$ cat config.mk
export PLATFORM = sky130hd
export DESIGN_NAME = modbus_rtu_response_checker_top
export DESIGN_NICKNAME = d
export VERILOG_FILES = /design/src/mrrc_pkg.sv /design/src/mrrc_front.sv /design/src/mrrc_queue.sv /design/src/mrrc_back.sv /design/src/modbus_rtu_response_checker_top.sv
export SDC_FILE = /design/constraint.sdc
export NUM_CORES = 1
export LEC_CHECK = 0
export ABC_AREA = 1
export BUFFER_PORTS_ARGS = -buffer_cell sky130_fd_sc_hd__buf_4
export CORE_ASPECT_RATIO = 0.5
export CORE_MARGIN = 2
export CORE_UTILIZATION = 30
export CTS_CLUSTER_DIAMETER = 200
export CTS_CLUSTER_SIZE = 10
export DETAILED_ROUTE_END_ITERATION = 16
export GPL_TIMING_DRIVEN = 0
export PLACE_DENSITY_LB_ADDON = 0.05
export RECOVER_POWER = 100
export SYNTH_ARGS = -nofsm -noshare
export SYNTH_HDL_FRONTEND = slang
export SYNTH_SLANG_ARGS = --single-unit
$ cat constraint.sdc
create_clock -name i_clk -period 7 [get_ports i_clk]
set_input_delay 0 -clock i_clk [delete_from_list [all_inputs] [get_ports i_clk]]
set_output_delay 0 -clock i_clk [all_outputs]
set_load 0.01 [all_outputs]
$ cat src/mrrc_pkg.sv
// ----------------------------------------------------------------------------
// Modbus RTU response checker package
// Shared types, function codes, limits and the byte-wide CRC-16 update used
// by the front and back parts of the checker.
// ----------------------------------------------------------------------------
package mrrc_pkg;

    // Longest frame accepted and largest quantity a read may ask for.
    localparam int unsigned MAX_FRAME     = 256;
    localparam int unsigned MAX_READ_BITS = 2000;

    localparam int unsigned LEN_W = 9;

    // Function codes and the exception flag.
    localparam logic [7:0] EXC_FLAG       = 8'h80;
    localparam logic [7:0] FN_READ_LAST   = 8'h04;
    localparam logic [7:0] FN_WRITE_COIL  = 8'h05;
    localparam logic [7:0] FN_WRITE_REG   = 8'h06;
    localparam logic [7:0] FN_READ_COILS  = 8'h01;
    localparam logic [7:0] FN_READ_INPUTS = 8'h02;
    localparam logic [7:0] FN_READ_HOLD   = 8'h03;
    localparam logic [7:0] FN_READ_INREG  = 8'h04;
    localparam logic [7:0] FN_WRITE_COILS = 8'h0F;
    localparam logic [7:0] FN_WRITE_REGS  = 8'h10;
    localparam logic [7:0] FN_REPORT_ID   = 8'h11;
    localparam logic [7:0] FN_MASK_WRITE  = 8'h16;
    localparam logic [7:0] FN_WRITE_READ  = 8'h17;

    // Configuration register indexes.
    localparam logic [2:0] REG_READY    = 3'd0;
    localparam logic [2:0] REG_SLAVE    = 3'd1;
    localparam logic [2:0] REG_FUNCTION = 3'd2;
    localparam logic [2:0] REG_WORD_A   = 3'd3;
    localparam logic [2:0] REG_WORD_B   = 3'd4;
    localparam logic [2:0] REG_WORD_C   = 3'd5;
    localparam logic [2:0] REG_QUANTITY = 3'd6;

    typedef enum logic [2:0] {
        ST_OK          = 3'd0,
        ST_NO_REQUEST  = 3'd1,
        ST_BAD_RESP    = 3'd2,
        ST_BAD_CRC     = 3'd3,
        ST_WRONG_SLAVE = 3'd4,
        ST_EXCEPTION   = 3'd5,
        ST_WRONG_FUNC  = 3'd6
    } t_status;

    // Request context held in configuration.
    typedef struct packed {
        logic        ready;
        logic [7:0]  slave;
        logic [7:0]  func;
        logic [15:0] word_a;
        logic [15:0] word_b;
        logic [15:0] word_c;
        logic [10:0] quantity;
    } t_cfg;

    // What the front part knows about a finished frame.
    typedef struct packed {
        logic             crc_zero;
        logic [LEN_W-1:0] len;
        logic [7:0]       slave;
        logic [7:0]       func;
        logic [7:0]       count_byte;
        logic             mism_low;
        logic             mism_high;
    } t_frame_sum;

    // One byte through the reflected CRC-16 (polynomial 0xA001).
    function automatic logic [15:0] crc16_byte(input logic [15:0] crc_in,
                                               input logic [7:0]  data);
        logic [15:0] crc;
        crc = crc_in ^ {8'h00, data};
        for (int i = 0; i < 8; i++) begin
            if (crc[0]) begin
                crc = (crc >> 1) ^ 16'hA001;
            end else begin
                crc = crc >> 1;
            end
        end
        return crc;
    endfunction

endpackage

$ cat src/mrrc_front.sv
// ----------------------------------------------------------------------------
// Modbus RTU response checker front part
// Takes response bytes, runs the CRC, counts bytes, captures the header and
// compares echoed bytes; on the last byte it pushes a frame summary.
// ----------------------------------------------------------------------------
module mrrc_front
    import mrrc_pkg::*;
(
    input  logic       i_clk,
    input  logic       i_rst_n,
    input  logic       i_in_valid,
    input  logic [7:0] i_rx_byte,
    input  logic       i_last_byte,
    input  t_cfg       i_cfg,
    input  logic       i_q_full,
    output logic       o_in_stall,
    output logic       o_push,
    output t_frame_sum o_sum
);

    logic [15:0]      r_crc,   n_crc;
    logic [LEN_W-1:0] r_count, n_count;
    logic [7:0]       r_slave, n_slave;
    logic [7:0]       r_func,  n_func;
    logic [7:0]       r_cbyte, n_cbyte;
    logic             r_mlow,  n_mlow;
    logic             r_mhigh, n_mhigh;

    logic       accept;
    logic [7:0] want;
    logic       has_want;

    assign o_in_stall = i_q_full;
    assign accept     = i_in_valid & ~i_q_full;
    assign o_push     = accept & i_last_byte;

    always_comb begin
        want     = 8'h00;
        has_want = 1'b1;
        case (r_count)
            9'd2:    want = i_cfg.word_a[15:8];
            9'd3:    want = i_cfg.word_a[7:0];
            9'd4:    want = i_cfg.word_b[15:8];
            9'd5:    want = i_cfg.word_b[7:0];
            9'd6:    want = i_cfg.word_c[15:8];
            9'd7:    want = i_cfg.word_c[7:0];
            default: has_want = 1'b0;
        endcase
    end

    always_comb begin
        n_crc   = crc16_byte(r_crc, i_rx_byte);
        n_slave = (r_count == 9'd0) ? i_rx_byte : r_slave;
        n_func  = (r_count == 9'd1) ? i_rx_byte : r_func;
        n_cbyte = (r_count == 9'd2) ? i_rx_byte : r_cbyte;
        n_mlow  = r_mlow;
        n_mhigh = r_mhigh;
        if (has_want && (want != i_rx_byte)) begin
            if (r_count <= 9'd5) begin
                n_mlow = 1'b1;
            end else begin
                n_mhigh = 1'b1;
            end
        end
        // The counter stops one above the longest legal frame.
        if (r_count < LEN_W'(MAX_FRAME + 1)) begin
            n_count = r_count + 9'd1;
        end else begin
            n_count = r_count;
        end
    end

    always_comb begin
        o_sum.crc_zero   = (n_crc == 16'h0000);
        o_sum.len        = n_count;
        o_sum.slave      = n_slave;
        o_sum.func       = n_func;
        o_sum.count_byte = n_cbyte;
        o_sum.mism_low   = n_mlow;
        o_sum.mism_high  = n_mhigh;
    end

    always_ff @(posedge i_clk) begin
        if (!i_rst_n || o_push) begin
            r_crc   <= 16'hFFFF;
            r_count <= '0;
            r_slave <= '0;
            r_func  <= '0;
            r_cbyte <= '0;
            r_mlow  <= 1'b0;
            r_mhigh <= 1'b0;
        end else if (accept) begin
            r_crc   <= n_crc;
            r_count <= n_count;
            r_slave <= n_slave;
            r_func  <= n_func;
            r_cbyte <= n_cbyte;
            r_mlow  <= n_mlow;
            r_mhigh <= n_mhigh;
        end
    end

endmodule

$ cat src/mrrc_queue.sv
// ----------------------------------------------------------------------------
// Modbus RTU response checker summary queue
// Two-entry queue of frame summaries between the front and back parts.
// ----------------------------------------------------------------------------
module mrrc_queue
    import mrrc_pkg::*;
(
    input  logic       i_clk,
    input  logic       i_rst_n,
    input  logic       i_push,
    input  t_frame_sum i_data,
    input  logic       i_pop,
    output logic       o_full,
    output logic       o_empty,
    output t_frame_sum o_data
);

    t_frame_sum r_mem [2];
    logic       r_wr_ptr;
    logic       r_rd_ptr;
    logic [1:0] r_fill;

    assign o_full  = (r_fill == 2'd2);
    assign o_empty = (r_fill == 2'd0);
    assign o_data  = r_mem[r_rd_ptr];

    always_ff @(posedge i_clk) begin
        if (i_push) begin
            r_mem[r_wr_ptr] <= i_data;
        end
    end

    always_ff @(posedge i_clk) begin
        if (!i_rst_n) begin
            r_wr_ptr <= 1'b0;
            r_rd_ptr <= 1'b0;
            r_fill   <= 2'd0;
        end else begin
            if (i_push) begin
                r_wr_ptr <= ~r_wr_ptr;
            end
            if (i_pop) begin
                r_rd_ptr <= ~r_rd_ptr;
            end
            if (i_push && !i_pop) begin
                r_fill <= r_fill + 2'd1;
            end else if (i_pop && !i_push) begin
                r_fill <= r_fill - 2'd1;
            end
        end
    end

endmodule

$ cat src/mrrc_back.sv
// ----------------------------------------------------------------------------
// Modbus RTU response checker back part
// Judges one frame summary against the request and holds the verdict in an
// output register until it is taken.
// ----------------------------------------------------------------------------
module mrrc_back
    import mrrc_pkg::*;
(
    input  logic             i_clk,
    input  logic             i_rst_n,
    input  t_cfg             i_cfg,
    input  logic             i_q_empty,
    input  t_frame_sum       i_sum,
    output logic             o_pop,
    input  logic             i_out_stall,
    output logic             o_out_valid,
    output logic [2:0]       o_status,
    output logic [7:0]       o_exception_code,
    output logic [LEN_W-1:0] o_frame_length
);

    logic             r_valid;
    t_status          r_status, n_status;
    logic [7:0]       r_exc,    n_exc;
    logic [LEN_W-1:0] r_len;

    logic             load;
    logic             read_form;
    logic             echo_form;
    logic             len_ok;
    logic [LEN_W-1:0] read_len;
    logic [11:0]      bit_bytes;
    logic [11:0]      reg_bytes;
    logic             qty_big;

    assign load  = ~r_valid | ~i_out_stall;
    assign o_pop = load & ~i_q_empty;

    always_comb begin
        read_form = (i_cfg.func <= FN_READ_LAST) || (i_cfg.func == FN_REPORT_ID)
                    || (i_cfg.func == FN_WRITE_READ);
        echo_form = (i_cfg.func == FN_WRITE_COIL) || (i_cfg.func == FN_WRITE_REG)
                    || (i_cfg.func == FN_WRITE_COILS) || (i_cfg.func == FN_WRITE_REGS);
        read_len  = {1'b0, i_sum.count_byte} + 9'd5;
        if (read_form) begin
            len_ok = (i_sum.len == read_len);
        end else if (echo_form) begin
            len_ok = (i_sum.len == 9'd8);
        end else begin
            len_ok = (i_cfg.func == FN_MASK_WRITE) && (i_sum.len == 9'd10);
        end
        bit_bytes = ({1'b0, i_cfg.quantity} + 12'd7) >> 3;
        reg_bytes = {i_cfg.quantity, 1'b0};
        qty_big   = ({21'd0, i_cfg.quantity} > 32'(MAX_READ_BITS));
    end

    always_comb begin
        n_exc    = 8'h00;
        n_status = ST_OK;
        if (!i_cfg.ready) begin
            n_status = ST_NO_REQUEST;
        end else if ((i_sum.len < 9'd5) || (i_sum.len > LEN_W'(MAX_FRAME))) begin
            n_status = ST_BAD_RESP;
        end else if (!i_sum.crc_zero) begin
            n_status = ST_BAD_CRC;
        end else if ((i_cfg.slave != 8'h00) && (i_sum.slave != i_cfg.slave)) begin
            n_status = ST_WRONG_SLAVE;
        end else if (i_sum.func == (i_cfg.func | EXC_FLAG)) begin
            if (i_sum.len != 9'd5) begin
                n_status = ST_BAD_RESP;
            end else begin
                n_status = ST_EXCEPTION;
                n_exc    = i_sum.count_byte;
            end
        end else if (i_sum.func != i_cfg.func) begin
            n_status = ST_WRONG_FUNC;
        end else if (!len_ok) begin
            n_status = ST_BAD_RESP;
        end else if ((i_cfg.func == FN_READ_COILS) || (i_cfg.func == FN_READ_INPUTS)) begin
            if (qty_big || ({4'd0, i_sum.count_byte} != bit_bytes)) begin
                n_status = ST_BAD_RESP;
            end
        end else if ((i_cfg.func == FN_READ_HOLD) || (i_cfg.func == FN_READ_INREG)
                     || (i_cfg.func == FN_WRITE_READ)) begin
            if (qty_big || ({4'd0, i_sum.count_byte} != reg_bytes)) begin
                n_status = ST_BAD_RESP;
            end
        end else if (echo_form) begin
            if (i_sum.mism_low) begin
                n_status = ST_BAD_RESP;
            end
        end else if (i_cfg.func == FN_MASK_WRITE) begin
            if (i_sum.mism_low || i_sum.mism_high) begin
                n_status = ST_BAD_RESP;
            end
        end
    end

    always_ff @(posedge i_clk) begin
        if (!i_rst_n) begin
            r_valid <= 1'b0;
        end else if (load) begin
            r_valid <= ~i_q_empty;
        end
    end

    always_ff @(posedge i_clk) begin
        if (o_pop) begin
            r_status <= n_status;
            r_exc    <= n_exc;
            r_len    <= i_sum.len;
        end
    end

    assign o_out_valid      = r_valid;
    assign o_status         = r_status;
    assign o_exception_code = r_exc;
    assign o_frame_length   = r_len;

endmodule

$ cat src/modbus_rtu_response_checker_top.sv
// ----------------------------------------------------------------------------
// Modbus RTU response checker
// Master-side validation of one Modbus RTU response frame against the
// request context held in configuration registers.
// ----------------------------------------------------------------------------
// The block takes one response byte per cycle on the input channel when it
// is not stalled, with a flag on the final byte of each frame, and gives
// exactly one word on the output channel for each frame: a status, the
// exception code of an exception reply (zero otherwise) and the frame
// length, which saturates at one above the longest legal frame. Frames
// stream back to back at one byte per clock while the input is not stalled;
// the byte-wide CRC-16 update in the front part is the longest path. The
// summary of a frame is registered in a queue entry, and its verdict then in
// the output register. A two-entry queue of frame summaries sits between the
// byte front end and the judging back end, so a stalled output only holds
// off input bytes once the output register and both queue entries hold
// finished frames. Configuration registers should be written only while no
// frame is in progress and no verdict is outstanding; register indexes
// beyond the last one are ignored.
// ----------------------------------------------------------------------------
module modbus_rtu_response_checker_top
    import mrrc_pkg::*;
(
    input  logic        i_clk,
    input  logic        i_rst_n,
    // Byte input channel.
    input  logic        i_in_valid,
    output logic        o_in_stall,
    input  logic [7:0]  i_rx_byte,
    input  logic        i_last_byte,
    // Verdict output channel.
    output logic        o_out_valid,
    input  logic        i_out_stall,
    output logic [2:0]  o_status,
    output logic [7:0]  o_exception_code,
    output logic [8:0]  o_frame_length,
    // Configuration write port.
    input  logic        i_cfg_we,
    input  logic [2:0]  i_cfg_index,
    input  logic [15:0] i_cfg_data
);

    // The request context, written through the configuration port.
    t_cfg       r_cfg;

    logic       q_full;
    logic       q_empty;
    logic       push;
    logic       pop;
    t_frame_sum front_sum;
    t_frame_sum q_sum;

    always_ff @(posedge i_clk) begin
        if (!i_rst_n) begin
            r_cfg <= '0;
        end else if (i_cfg_we) begin
            case (i_cfg_index)
                REG_READY:    r_cfg.ready    <= i_cfg_data[0];
                REG_SLAVE:    r_cfg.slave    <= i_cfg_data[7:0];
                REG_FUNCTION: r_cfg.func     <= i_cfg_data[7:0];
                REG_WORD_A:   r_cfg.word_a   <= i_cfg_data;
                REG_WORD_B:   r_cfg.word_b   <= i_cfg_data;
                REG_WORD_C:   r_cfg.word_c   <= i_cfg_data;
                REG_QUANTITY: r_cfg.quantity <= i_cfg_data[10:0];
                default: ;
            endcase
        end
    end

    // The front part folds each byte into the running frame state and
    // pushes a summary of the frame when its final byte arrives.
    mrrc_front u_front (
        .i_clk       (i_clk),
        .i_rst_n     (i_rst_n),
        .i_in_valid  (i_in_valid),
        .i_rx_byte   (i_rx_byte),
        .i_last_byte (i_last_byte),
        .i_cfg       (r_cfg),
        .i_q_full    (q_full),
        .o_in_stall  (o_in_stall),
        .o_push      (push),
        .o_sum       (front_sum)
    );

    mrrc_queue u_queue (
        .i_clk   (i_clk),
        .i_rst_n (i_rst_n),
        .i_push  (push),
        .i_data  (front_sum),
        .i_pop   (pop),
        .o_full  (q_full),
        .o_empty (q_empty),
        .o_data  (q_sum)
    );

    // The back part runs the ordered checks on a summary and registers
    // the verdict for the output channel.
    mrrc_back u_back (
        .i_clk            (i_clk),
        .i_rst_n          (i_rst_n),
        .i_cfg            (r_cfg),
        .i_q_empty        (q_empty),
        .i_sum            (q_sum),
        .o_pop            (pop),
        .i_out_stall      (i_out_stall),
        .o_out_valid      (o_out_valid),
        .o_status         (o_status),
        .o_exception_code (o_exception_code),
        .o_frame_length   (o_frame_length)
    );

endmodule
==> impl_metrics.tcl, run 1 <==
set metrics [dict create \
    grt_pass1_vias 8970 \
    pin_count 55 \
    wl_per_cell_um 17.53 \
    ys_warn_count 0 \
    crit_required_ns 7.13 \
    rsz0062_at_grt "false" \
    gp_congestion 0.8646 \
    htreeDepth 1 \
    die_w_um 273.9 \
    path_class "flip-flop to flip-flop" \
    path_buf_inv 2 \
    port_buffers 54 \
    cp_slowest_cell "clkbuf_1" \
    cts.sinks 225 \
    hp-start "i_rx_byte[3]" \
    grt.met1_usage 0.2767 \
    final_net_count 1574 \
    holdPathEnd "u_front.r_crc[10]" \
    crit_chain "o21ai_0 > inv_1 > nand2_1 > nor2_1 > clkbuf_1" \
    seqCellArea_mm2 0.005425 \
    clkLatencyLatePin_ns 0.54 \
    grt_busiest_layer "met2" \
    grt_antenna_before_repair 0 \
    multi_input_area_mm2 0.004573 \
    grt_usage 0.1872 \
    cpLargestDelayFamily "buffers and inverters" \
    p_leak_nw 5.379 \
    ctsResizeCount 0 \
    run_status "finished, violations left" \
    ir_drop_mv 0.1811 \
    syn_to_final_growth_pct 17.01 \
    cp_num_cells 5 \
    synth_cell_types 39 \
    critPathArrivalTime_ns 3.86 \
    die_area_mm2 0.03806 \
    overflow 0 \
    clk_pin_slew_ns 0.06 \
    slowest_delay_ns 1.37 \
    post_cts_buffers 0 \
    critPathLaunchType "flip-flop" \
    coreArea_mm2 0.03593 \
    fillers 3836 \
    hold_path.class "input pin to flip-flop" \
    die_y_um 139.0 \
    crit_path_end_kind "flip-flop" \
    cts_tree "built" \
    dr_total_vias 9524 \
    worst_pin_slew_ns 1.824 \
    hold_path_depth 5 \
    drc_errors 0 \
    via_per_inst 4.687 \
    ys_seq_elements 225 \
    wl_mm 35.62 \
    timing.rr.end "u_queue.r_mem[0][32]" \
    avgSynthCellArea_um2 7.680 \
    synthesis.area_mm2 0.01093 \
    slew_viol_final 58 \
    final_cells 2032 \
    finalCriticalPeriod_ns 3.732 \
    num_rows 49 \
    grt_max_degree 29 \
    setup_viol_count_final 0 \
    syn_nets 1463 \
    grt_pass1_wl_mm 54.15 \
    synth_top_area_cell "edfxtp_1" \
    clock-root-buffer "clkbuf_16" \
    synth_cells 1423 \
    fin_skew_ns 0.01122 \
    start_util 0.3042 \
    place_inst 1963 \
    grt_use_met2 0.2848 \
    timing.setup.tns_ns 0 \
    crit_fanout 28 \
    synth_area_leaders "edfxtp_1 25%, dfxtp_1 24%, nand2_1 11%" \
    synthDominantCellAreaShare 0.2528 \
    fmax_ghz 0.2680 \
    power.density_mw_per_mm2 336.3 \
    final_hold_viol_count 0 \
    violations "capacitance limit, slew limit" \
    finalCritPeriodShare 0.5331 \
    drt_pass1_iterations 7 \
    seq_area_frac_synth 0.4965 \
    drive_above_1_share 0.06137 \
    n_antenna_cell 0 \
    clock_path_buffers 3 \
    timing.rr.start "u_queue.r_fill[0]" \
    cap_violations 2 \
    drt_iter0_drc 706 \
    reg2reg_setup_slack_ns 3.27 \
    slew_headroom -0.2159 \
    r2r_cells 5 \
    dp_hpwl_mm 27.16 \
    cts_buffers 26 \
    ant_nets 0 \
    met3_usage 0.03653 \
]
==> cell families after synthesis <==
group	after synthesis	share of synthesized area
compound gates	250	0.1176
xor+xnor	44	0.03526
fa+ha+maj	7	0.008014
buf+inv	214	0.08026
flops	225	0.4965
simple gates	683	0.2624
==> routing by layer <==
metal | share of wire | vias to the layer above
met1 | 0.51 | 4464
met3 | 0.051 | 43
met2 | 0.42 | 185
li1 | - | 4832
met5 | 0 | -
met4 | 0.016 | 0
==> layout make-up <==
| class | count | area share |
|---|---|---|
| Multi-Input combinational cell | 984 | 0.3576 |
| Clock buffer | 41 | 0.05695 |
| Clock inverter | 1 | 0.0005871 |
| Timing Repair Buffer | 83 | 0.04667 |
| Buffer | 51 | 0.01869 |
| Tap cell | 484 | 0.04736 |
| Inverter | 163 | 0.04785 |
| Sequential cell | 225 | 0.4243 |
==> synth_stat cells (all sizes together) <==
library cell	count
nand3	90
nand4	16
a22oi	1
o21ai	168
nand3b	3
xor2	27
clkinv	2
nor3	10
nor3b	1
xnor2	17
a31oi	1
inv	161
edfxtp	92
o211ai	6
ha	7
dfxtp	133
nor4	5
clkbuf	31
or2	2
nor2	225
a21oi	74
nand2	330
buf	20
and2	1
==> worst max path at each step <==
stage,start,to,slack [ns]
2_1_floorplan,u_queue.r_fill[0],u_queue.r_mem[0][0],4.29
3_3_place_gp,u_queue.r_fill[0],u_queue.r_mem[1][31],2.88
3_5_place_dp,u_front.r_crc[3],u_queue.r_mem[0][35],4.13
4_1_cts,u_front.r_crc[3],u_queue.r_mem[1][35],4.11
5_1_grt,u_queue.r_fill[0],u_queue.r_mem[1][28],2.95
6_report,u_queue.r_fill[0],u_queue.r_mem[0][32],3.27
==> what timing repair did <==
item,4_1_cts,5_1_grt
endpoints found under the setup margin,0,0
endpoints found under the hold margin,79,0
hold buffers,27,0
==> power breakdown <==
group	internal (mW)	leakage (nW)	total [mW]	switching, mW
combinational	0.405	3.08	1.38	0.979
sequential	1.59	1.95	1.67	0.0762
clock	0.704	0.349	1.25	0.542
==> layout by cell type, fill, tap and decap left out, types with 34 or more instances in the layout <==
cell	Yosys	final
nor2_1	210	212
nand2_1	322	326
buf_4	5	34
o21ai_0	157	165
a21oi_1	74	74
clkbuf_1	31	79
inv_1	153	156
dfxtp_1	133	133
nand3_1	89	90
edfxtp_1	92	92
==> registers in the layout (all words and copies together), names as in the netlist, 8 cells and up, named ones only <==
signal / count
r_cfg: 76
u_queue.r_mem: 72
u_front.r_crc: 16
u_back.o_frame_length: 9
u_front.r_count: 9
u_back.o_exception_code: 8
u_front.r_cbyte: 8
u_front.r_func: 8
u_front.r_slave: 8
==> worst register-to-register path, stage by stage (launching register included) <==
cell	delay [ns]
dfxtp_1	0.40
o21ai_0	0.37
inv_1	0.35
nand2_1	0.19
nor2_1	0.61
clkbuf_1	1.38
==> per-stage QoR <==
stage | worst slack [ns] | power, mW | instance area (µm²) | utilization | hold slack, ns
final | 3.268 | 4.300 | 12790 | 0.3559 | 0.02306
after global routing | 2.953 | 4.587 | 12790 | 0.3559 | 0.05882
after CTS | 4.109 | 4.426 | 13000 | 0.3618 | 0.008208
after detailed placement | 4.128 | 3.155 | 11990 | 0.3338 | 0.2534
after global placement | 2.875 | 3.142 | 11940 | 0.3323 | 0.2508
after floorplan | 4.289 | 2.635 | 10930 | - | 0.1349
(Power assumes the default switching activity.)
==> run 2: changes to the inputs <==
Settings changed: ABC_AREA 1 to 0.
Clock period 7 ns to 3.3 ns, I/O delays scaled along.
==> impl_metrics.tcl, run 2 <==
set metrics [dict create \
    run_status "finished, final reports clean" \
    seqCellArea_mm2 0.005428 \
    final_cells 1677 \
    yosysMostFrequentCell "nand2_1" \
    seq_area_frac_synth 0.5132 \
    grt_antenna_before_repair 2 \
    syn_to_final_growth_pct 20.84 \
    drc_errors 0 \
    reg2reg_setup_slack_ns 0.13 \
    synthesis.area_mm2 0.01057 \
    clkLatencyLatePin_ns 0.55 \
    avgSynthCellArea_um2 9.945 \
    slew_headroom 0.1526 \
    largest_reg_flops 76 \
    drt_iter0_drc 578 \
    top_regs "r_cfg: 76 flops, u_queue.r_mem: 72 flops, u_front.r_crc: 16 flops" \
    hp-start "i_last_byte" \
    port_buffers 54 \
    fmax_ghz 0.3156 \
    overflow 0 \
    setup_viol_count_final 0 \
    synth_cells 1063 \
    finalCriticalPeriod_ns 3.169 \
    layout_common_cells "255 x nand2_1, 131 x dfxtp_1, 92 x edfxtp_1, 80 x clkbuf_1, 77 x a21boi_0" \
    pin_count 55 \
    finalCritPeriodShare 0.9602 \
    synthTopCellsByCount "255 x nand2_1, 133 x dfxtp_1, 92 x edfxtp_1" \
    coreArea_mm2 0.03459 \
    num_rows 48 \
    die_area_mm2 0.03685 \
    drt_pass1_iterations 4 \
    setup_ws_ns 0.1314 \
    die_w_um 269.5 \
    hold_path.class "input pin to flip-flop" \
    r2r_cells 13 \
    synth_cell_types 66 \
    synth-edff-count 92 \
    critPathArrivalTime_ns 3.43 \
    via_per_inst 4.897 \
    clock-root-buffer "clkbuf_16" \
    n_antenna_cell 0 \
    worst_pin_slew_ns 1.266 \
    wl_mm 32.78 \
    post-route-cell-area_mm2 0.01277 \
    critPathLaunchType "flip-flop" \
    htreeDepth 1 \
    crit_path_end_kind "flip-flop" \
    regMostFlops "r_cfg" \
    ys_warn_count 0 \
    synth_area_leaders "edfxtp_1 26%, dfxtp_1 25%, nand2_1 9.1%" \
    multi_input_area_mm2 0.004945 \
    grt_max_degree 28 \
    timing.rr.end "u_back.o_status[1]" \
    syn_nets 1103 \
    final_hold_viol_count 0 \
    grt_pass1_vias 7894 \
    p_leak_nw 4.377 \
    final_net_count 1228 \
    synth_top_area_cell "edfxtp_1" \
    crit_fanout 10 \
    pre_cts_ws_ns -0.7678 \
    grt_pass1_wl_mm 49.56 \
    drive_above_1_share 0.09484 \
    fillers 3580 \
    total_power_mw 8.369 \
    final_util 0.3693 \
    place_inst 1594 \
    gp_congestion 0.8173 \
    fin_skew_ns 0.02089 \
    final_common_cell "nand2_1" \
    dpl_cell_area_mm2 0.01162 \
    cts_tree "built" \
    synthFlopType "dfxtp_1" \
    wl_per_cell_um 19.55 \
    die_y_um 136.7 \
    asyncSetResetFlopFracSynth 0 \
    dr_total_vias 8213 \
    cp-endpoint "u_back.o_status[1]" \
    cts.sinks 225 \
    start_util 0.3056 \
    clk_pin_slew_ns 0.06 \
    rsz0062_at_grt "false" \
    ir_drop_mv 0.3395 \
    path_class "flip-flop to flip-flop" \
    slew_viol_final 0 \
    power.density_mw_per_mm2 655.1 \
    ys_seq_elements 225 \
    crit_required_ns 3.56 \
    dp_hpwl_mm 23.82 \
    clock_path_buffers 3 \
    synthDominantCellAreaShare 0.2613 \
    grt_usage 0.1793 \
    cts_buffers 26 \
    ant_nets 0 \
    cap_violations 0 \
]
==> run 2: cell types whose count changed in the layout (fill, tap and decap cells not counted), moves of 10 or more <==
cell / change
nand2_1: -71
nand3_1: -66
a21boi_0: +77
nor2_2: -13
o21ai_0: -150
a22oi_1: +10
mux2_1: +28
a21oi_1: -33
inv_1: -143
nor2_1: -178
xnor2_1: +32
mux2i_1: +23
==> run 2: where the power goes <==
group	switching (mW)	internal (mW)	leakage, nW
combinational	1.42	0.898	2.08
clock	1.15	1.49	0.349
sequential	0.149	3.27	1.95
total	2.71	5.66	4.38
==> run 2: cell families (layout without fill, tap and decap cells) <==
family | Yosys count | count (layout) | share of synthesized area
xor+xnor | 85 | 85 | 0.07042
compound gates | 208 | 208 | 0.1395
fa+ha+maj | 7 | 7 | 0.008285
flops | 225 | 225 | 0.5132
buf+inv | 69 | 208 | 0.02983
simple gates | 407 | 407 | 0.1732
mux | 62 | 62 | 0.06557
==> run 2: worst min-delay path by stage <==
stage	endpoint	depth (start not counted)
global route	u_queue.r_wr_ptr	4
finish	u_queue.r_wr_ptr	4
global placement	r_cfg[42]	3
detailed placement	r_cfg[26]	3
floorplan	r_cfg[10]	2
CTS	u_queue.r_wr_ptr	4
==> run 2: layer usage <==
layer | wire length, µm | global-route usage
met3 | 1254 | 0.02702
met4 | 573 | 0.03673
met5 | 0 | 0
met2 | 13840 | 0.2755
met1 | 17110 | 0.2662
==> run 2: critical path, stage by stage (launching register included) <==
cell,delay [ns]
dfxtp_2,0.36
buf_12,0.13
buf_12,0.14
buf_16,0.12
mux2i_4,0.26
inv_1,0.07
ha_1,0.21
inv_2,0.09
and2_4,0.17
nor3b_2,0.16
nor4b_1,0.07
or4_1,0.53
o41ai_4,0.42
a31oi_1,0.15
==> run 2: final cells by class <==
cell class | count | area share
buffer | 54 | 0.02223
clock buffer | 41 | 0.05700
clock inverter | 1 | 0.0005877
inverter | 14 | 0.004114
multi-input combinational | 769 | 0.3871
sequential | 225 | 0.4249
tap | 475 | 0.04652
timing repair buffer | 98 | 0.05759
==> run 2: what timing repair did <==
| action | 4_1_cts | 5_1_grt |
|---|---|---|
| cloned | 0 | 0 |
| pin swaps | 3 | 4 |
| hold endpoints to repair | 133 | 0 |
| endpoints found under the setup margin | 6 | 7 |
| gates resized for setup | 16 | 19 |
| setup buffers | 2 | 8 |
| hold buffers | 32 | 0 |
==> run 2: stage by stage <==
| step | hold slack, ns | setup TNS [ns] |
|---|---|---|
| floorplan | 0.1449 | 0 |
| global placement | 0.2888 | -51.95 |
| detailed placement | 0.2895 | -1.525 |
| CTS | 0.06007 | 0 |
| global route | 0.05109 | 0 |
| finish | 0.01172 | 0 |
